<file path="src/rtl/cia_pkg.sv">
// shared types, opcodes and status codes for the checked integer alu
`default_nettype none
package cia_pkg;

	// opcodes
	localparam logic [2:0] OP_ADD = 3'd0;
	localparam logic [2:0] OP_SUB = 3'd1;
	localparam logic [2:0] OP_MUL = 3'd2;
	localparam logic [2:0] OP_DIV = 3'd3;
	localparam logic [2:0] OP_MOD = 3'd4;

	// status codes
	localparam logic [1:0] ST_OK   = 2'd0;
	localparam logic [1:0] ST_OVF  = 2'd1;
	localparam logic [1:0] ST_DIV0 = 2'd2;

	// control that travels with an item along the row
	typedef struct packed {
		logic       vld;
		logic [2:0] op;
		logic       neg_q;    // quotient or product is negative
		logic       neg_a;    // dividend was negative
		logic       early;    // status already settled before the row
		logic [1:0] st;
	} ctl_t;

endpackage
`default_nettype wire

</file>
<file path="src/rtl/cia_cell.sv">
// one cell of the row: a restoring divide step and a shift-add multiply step
`default_nettype none
module cia_cell #(
	parameter int W = 64
) (
	input  wire logic               clk,
	input  wire logic               arst_n,
	input  wire logic               adv,
	input  wire cia_pkg::ctl_t      ctl_i,
	input  wire logic [W-1:0]       rem_i,   // partial remainder
	input  wire logic [W-1:0]       quo_i,   // dividend bits shifting into quotient
	input  wire logic [W-1:0]       dvs_i,   // divisor magnitude
	input  wire logic [2*W-1:0]     acc_i,   // product accumulator
	input  wire logic [2*W-1:0]     mcd_i,   // multiplicand magnitude, shifted to this bit
	input  wire logic [W-1:0]       mpr_i,   // multiplier bits, lsb first
	output cia_pkg::ctl_t           ctl_o,
	output logic [W-1:0]            rem_o,
	output logic [W-1:0]            quo_o,
	output logic [W-1:0]            dvs_o,
	output logic [2*W-1:0]          acc_o,
	output logic [2*W-1:0]          mcd_o,
	output logic [W-1:0]            mpr_o
);

	logic [W:0]     trial;
	logic [W:0]     shifted;
	logic [2*W-1:0] acc_n;

	// divide step: bring down the next dividend bit and try a subtract
	always_comb begin
		shifted = {rem_i, quo_i[W-1]};
		trial   = shifted - {1'b0, dvs_i};
	end

	// multiply step: add multiplicand at this bit position
	always_comb begin
		acc_n = acc_i;
		if (mpr_i[0]) begin
			acc_n = acc_i + mcd_i;
		end
	end

	always_ff @(posedge clk or negedge arst_n) begin
		if (!arst_n) begin
			ctl_o <= '0;
		end else if (adv) begin
			ctl_o <= ctl_i;
		end
	end

	always_ff @(posedge clk) begin
		if (adv) begin
			if (trial[W]) begin
				rem_o <= shifted[W-1:0];
				quo_o <= {quo_i[W-2:0], 1'b0};
			end else begin
				rem_o <= trial[W-1:0];
				quo_o <= {quo_i[W-2:0], 1'b1};
			end
			dvs_o <= dvs_i;
			acc_o <= acc_n;
			mcd_o <= {mcd_i[2*W-2:0], 1'b0};
			mpr_o <= {1'b0, mpr_i[W-1:1]};
		end
	end

endmodule
`default_nettype wire

</file>
<file path="config.mk">
export PLATFORM = sky130hd
export DESIGN_NAME = cia_cell
export DESIGN_NICKNAME = d
export VERILOG_FILES = /design/src/rtl/cia_pkg.sv /design/src/rtl/cia_cell.sv
export SDC_FILE = /design/constraint.sdc
export NUM_CORES = 1
export LEC_CHECK = 0
export BUFFER_PORTS_ARGS = -buffer_cell sky130_fd_sc_hd__clkbuf_2
export CAP_MARGIN = 20
export CORE_AREA = 5 5 402 404
export DETAILED_ROUTE_END_ITERATION = 7
export DIE_AREA = 0 0 407 409
export PLACE_DENSITY = 0.35
export SLEW_MARGIN = 20
export SYNTH_ARGS = -nofsm -noshare
export SYNTH_HDL_FRONTEND = slang
export SYNTH_SLANG_ARGS = --single-unit
</file>
<file path="constraint.sdc">
create_clock -name clk -period 0.9 [get_ports clk]
set_clock_uncertainty 0.1 [all_clocks]
set_input_delay 0.09 -clock clk [delete_from_list [all_inputs] [get_ports clk]]
set_output_delay 0.09 -clock clk [all_outputs]
set_load 0.005 [all_outputs]
</file>
# Yosys cells after proc, flatten, opt, wreduce, memory -nomap -nowiden
# Cells that the tools add are included.
# totals
reg_bits	519
word_cells	17
in_bits	524
output_inout_bits	521
# op_classes
mux	3
n_addsub	2
# ops
op	n
adder 128 bit	1
2-to-1 mux 128 bit	1
subtractor 65 x 64 -> 65 bit	1
2-to-1 mux 64 bit	1
2-to-1 mux 1 bit	1

# Depth between registers and ports, before layout
# depth
ltp_word	2
depth_mapped	18

# Worst setup path after synthesis
# OpenSTA, ideal clock, no wires.
# synth_path
kind	input port to flip-flop
startpoint	input acc_i[0]
endpoint	register acc_o[106], data pin
required_ns	0.540
slack_ns	-2.631
t_arrival_ns	3.171
path_buffers	0
setup_ns	0.260
cell_stages	13
cell_sequence	ha_1 -> fa_1 -> a211oi_1 -> nor4b_2 -> nor2_1 -> o211ai_1 -> a311oi_1 -> o31ai_1 -> a21bo_1 -> or2_1 -> a31oi_2 -> xnor2_1 -> mux2_2
# synth_via
elab_chain_cells	2
# synth_rtl
element	line	text
start: declaration	cia_cell.sv:13	input wire logic [2*W-1:0] acc_i,
adder 128 bit	cia_cell.sv:39	acc_n = acc_i + mcd_i;
2-to-1 mux 128 bit	cia_cell.sv:38	if (mpr_i[0]) begin
net acc_n[106]	cia_cell.sv:27	logic [2*W-1:0] acc_n;
end signal: assignment	cia_cell.sv:61	acc_o <= acc_n;
end: declaration	cia_cell.sv:20	output logic [2*W-1:0] acc_o,
# The timed path passes the listed nets, and every way through them passes these cells.
# A chain may end at the register's enable or synchronous reset.

# Worst setup path after layout
# layout_path
startpoint	input acc_i[11]
endpoint	register acc_o[125], data pin
# The elaborated chain is that of the path after synthesis.

==> results.py <==
metrics = {
    "outcome": {
        "status": "finished, violations left",
        "violations": "negative hold slack, negative setup slack",
    },
    "timing": {
        "timing.final.ws_setup_ns": -2.12,
        "post-route-period-util": 3.35,
        "slew_violations": 0,
        "rsz0062_at_grt": "true",
        "tightest_slew_ns": 0.675,
        "slew_headroom": 0.548,
        "finalSetupViolCount": 850,
        "fmax_ghz": 0.331,
        "period_needed_ns": 3.02,
        "final.setup.tns_ns": -584.09,
        "finalHoldViolCount": 141,
        "whs_ns": -0.513,
    },
    "detailed_routing": {
        "drc": 0,
        "num_vias": 33832,
        "ant_nets": 0,
        "wl_mm": 180,
        "drt_iter0_markers": 1776,
        "viasPerCell": 4.33,
        "drt_pass1_iterations": 5,
        "wl_per_cell_um": 23.1,
    },
    "cts": {
        "clock-sinks": 519,
        "clk_latency_ns": 0.69,
        "ctsRootBufferMaster": "clkbuf_16",
        "numCtsBuffers": 72,
        "htreeDepth": 3,
        "clk_pin_slew_ns": 0.05,
        "tritoncts": "yes",
        "max-clock-path-buffers": 3,
    },
    "place": {
        "gp_congestion": 0.851,
        "io_buffer_count": 1042,
        "placedInstanceArea_sq_mm": 0.0476,
        "place_ws_ns": -3.14,
        "dp_hpwl_mm": 148,
    },
    "setup_path": {
        "cp_slowest_cell": "or4_4",
        "start_kind": "primary input",
        "r2r_cells": 1,
        "cp_data_arrival_time_ns": 3.32,
        "path_class": "in -> reg",
        "path_cells": "buf_12, ha_4, nand2_2, or4_4, or4_4, a2111oi_4, buf_4, o211ai_4, a21oi_4, buf_6, o31ai_4, buf_4, a211oi_4, o311ai_1",
        "cp_top_family": "compound AO/OA/AOI/OAI gates",
        "critPathMaxStageDelay_ns": 0.54,
        "timing.rr.end": "ctl_o[0]",
        "cp.buffers_inverters": 4,
        "required_ns": 1.20,
        "reg2reg_from": "ctl_o[0]",
        "path_max_fanout": 4,
        "end_kind": "register",
        "reg2reg_slack_ns": 0.03,
    },
    "floorplanning": {
        "row_count": 146,
        "core_area_sq_mm": 0.157,
        "ios": 1045,
        "die_area_sq_mm": 0.166,
        "die_h_um": 409,
        "initial_core_util": 0.195,
        "die_x_um": 407,
    },
    "finish": {
        "syn2layout_area_growth_pct": 94.1,
        "drive_gt1_frac": 0.498,
        "final_nets": 6372,
        "design_area_sq_mm": 0.0596,
        "utilization": 0.379,
    },
    "min_path": {
        "hold_class": "in -> reg",
        "whs_path_depth": 1,
        "hold_path_end": "dvs_o[2]",
        "worstHoldStart": "dvs_i[2]",
    },
    "global_routing": {
        "antenna_found_initial": 66,
        "grt_first_pass_wirelength_mm": 249,
        "grt_max_degree": 35,
        "grt_pass1_vias": 35491,
        "grtUsageTotal": 0.207,
        "overflow": 0,
    },
    "synthesis": {
        "synth_edf_count": 510,
        "synth.cell_area_sq_mm": 0.0307,
        "synth-seq-cells": 519,
        "avgSynthCellArea_sq_um": 10.6,
        "seq_area_frac_synth": 0.506,
        "ys.flop_type": "edfxtp_1",
        "syn_inst": 2885,
        "yosysWarningCount": 0,
        "async_flop_share": 0.0173,
        "yosysUniqueCellTypes": 90,
    },
    "power_and_ir_drop": {
        "power.total_mw": 91.5,
        "vdd_drop_max_v": 0.00137,
        "power_density_mw_per_mm2": 1530,
        "leakage_nw": 26.6,
    },
    "run": {
        "maxCapViolations": 0,
    },
}
==> logic make-up (layout without fill, tap and decap cells) <==
kind of cell | Yosys count | after routing | synth area share
adder cells (fa/ha/maj) | 193 | 193 | 0.0791
AND/OR/NAND/NOR | 759 | 760 | 0.115
buffers and inverters | 265 | 3086 | 0.0331
flip-flops | 519 | 519 | 0.506
AO/OA/AOI/OAI | 870 | 870 | 0.179
multiplexers | 116 | 116 | 0.0424
XOR/XNOR | 162 | 162 | 0.0462
other | 1 | 31 | 0.000122
==> registers in the layout, indices dropped and copies added (netlist names) <==
name / cells
mpr_o: 63
mcd_o: 127
ctl_o: 9
rem_o: 64
acc_o: 128
dvs_o: 64
quo_o: 64
==> synthesized netlist by cell type, drive strengths merged, types with 5 or more instances <==
cell type	instances	share of area
a211o	6	0.0017
a211oi	16	0.0042
a21boi	14	0.0034
a21o	113	0.028
a21oi	275	0.045
a221oi	9	0.0026
a311oi	5	0.0014
a31oi	30	0.0063
and2	7	0.0014
and3	14	0.0029
buf	11	0.0021
clkbuf	120	0.015
dfrtp	9	0.0073
edfxtp	510	0.50
ha	191	0.078
inv	134	0.016
mux2	113	0.041
nand2	300	0.037
nand2b	18	0.0037
nand3	45	0.0073
nand4	82	0.017
nor2	170	0.021
nor2b	15	0.0031
nor3	48	0.0078
nor4	12	0.0029
o2111ai	5	0.0014
o211a	6	0.0020
o211ai	19	0.0053
o21a	19	0.0046
o21ai	221	0.036
o21bai	56	0.014
o311ai	12	0.0037
o31ai	17	0.0045
or2	14	0.0029
or3	14	0.0029
or4	9	0.0023
xnor2	90	0.026
xor2	72	0.021
==> how the worst max path moves through the flow <==
stage	endpoint	depth (start not counted)	start
floorplan	rem_o[12]	16	quo_i[63]
global placement	acc_o[109]	13	acc_i[11]
detailed placement	acc_o[109]	13	acc_i[11]
CTS	acc_o[121]	14	mcd_i[15]
global route	acc_o[113]	14	acc_i[11]
finish	acc_o[125]	14	acc_i[11]
==> power breakdown <==
part / leakage (nW) / switching (mW) / internal (mW)
registers: 5.09 / 0.928 / 29.6
logic: 20.3 / 14.7 / 15.7
clock network: 1.19 / 12.5 / 18.0
total: 26.6 / 28.1 / 63.4
==> per-stage QoR <==
| stage | cells | hold WS (ns) |
|---|---|---|
| finish | 7809 | -0.513 |
| global route | 7797 | -0.555 |
| CTS | 7729 | -0.581 |
| detailed placement | 6952 | -0.137 |
| global placement | 6952 | -0.137 |
| floorplan | 2886 | -0.306 |
==> cell type report <==
cell class                 instances  area (sq um)
clock buffer                      78          1820
timing repair buffer            2825         21300
multi-input combinational       2103         17200
sequential                       519         15500
clock inverter                    49           653
tap                             2072          2590
antenna                           29          72.6
inverter                         134           518
fill                           15952         97800
==> per-layer routing <==
layer  wire, um  global-route usage  up-vias  part of all wire
met5        199                   0        -            0.0011
met4       5210              0.0589       28             0.029
met3      12100              0.0549      220             0.067
met2      94400               0.390      870              0.52
met1      68400               0.225    16294              0.38
li1           -                   -    16420                 -
==> timing repair <==
| action | in CTS | in global routing |
|---|---|---|
| hold buffers | 600 | 34 |
| endpoints found under the hold margin | 770 | 222 |
| gates cloned | 10 | 0 |
| resized for setup | 412 | 181 |
| setup endpoints to repair | 708 | 830 |
| setup buffers | 52 | 27 |
| pin swaps | 155 | 102 |
==> cells in the final DEF (no fill, tap or decap), types with 49 or more instances in the layout <==
cell and n:
mux2_4 60, dlygate4sd3_1 628, o21ai_2 50, ha_4 53, nor2_1 154, xor2_1 66, inv_1 129, o21bai_1 54
edfxtp_1 510, a21o_1 112, clkbuf_2 1011, buf_6 67, ha_1 136, a21oi_1 218, o21ai_0 111, xnor2_1 70
nand4_1 82, mux2_2 53, o21ai_1 49, clkbuf_16 74, nand2_1 241, buf_4 1050
(Power assumes the default switching activity.)
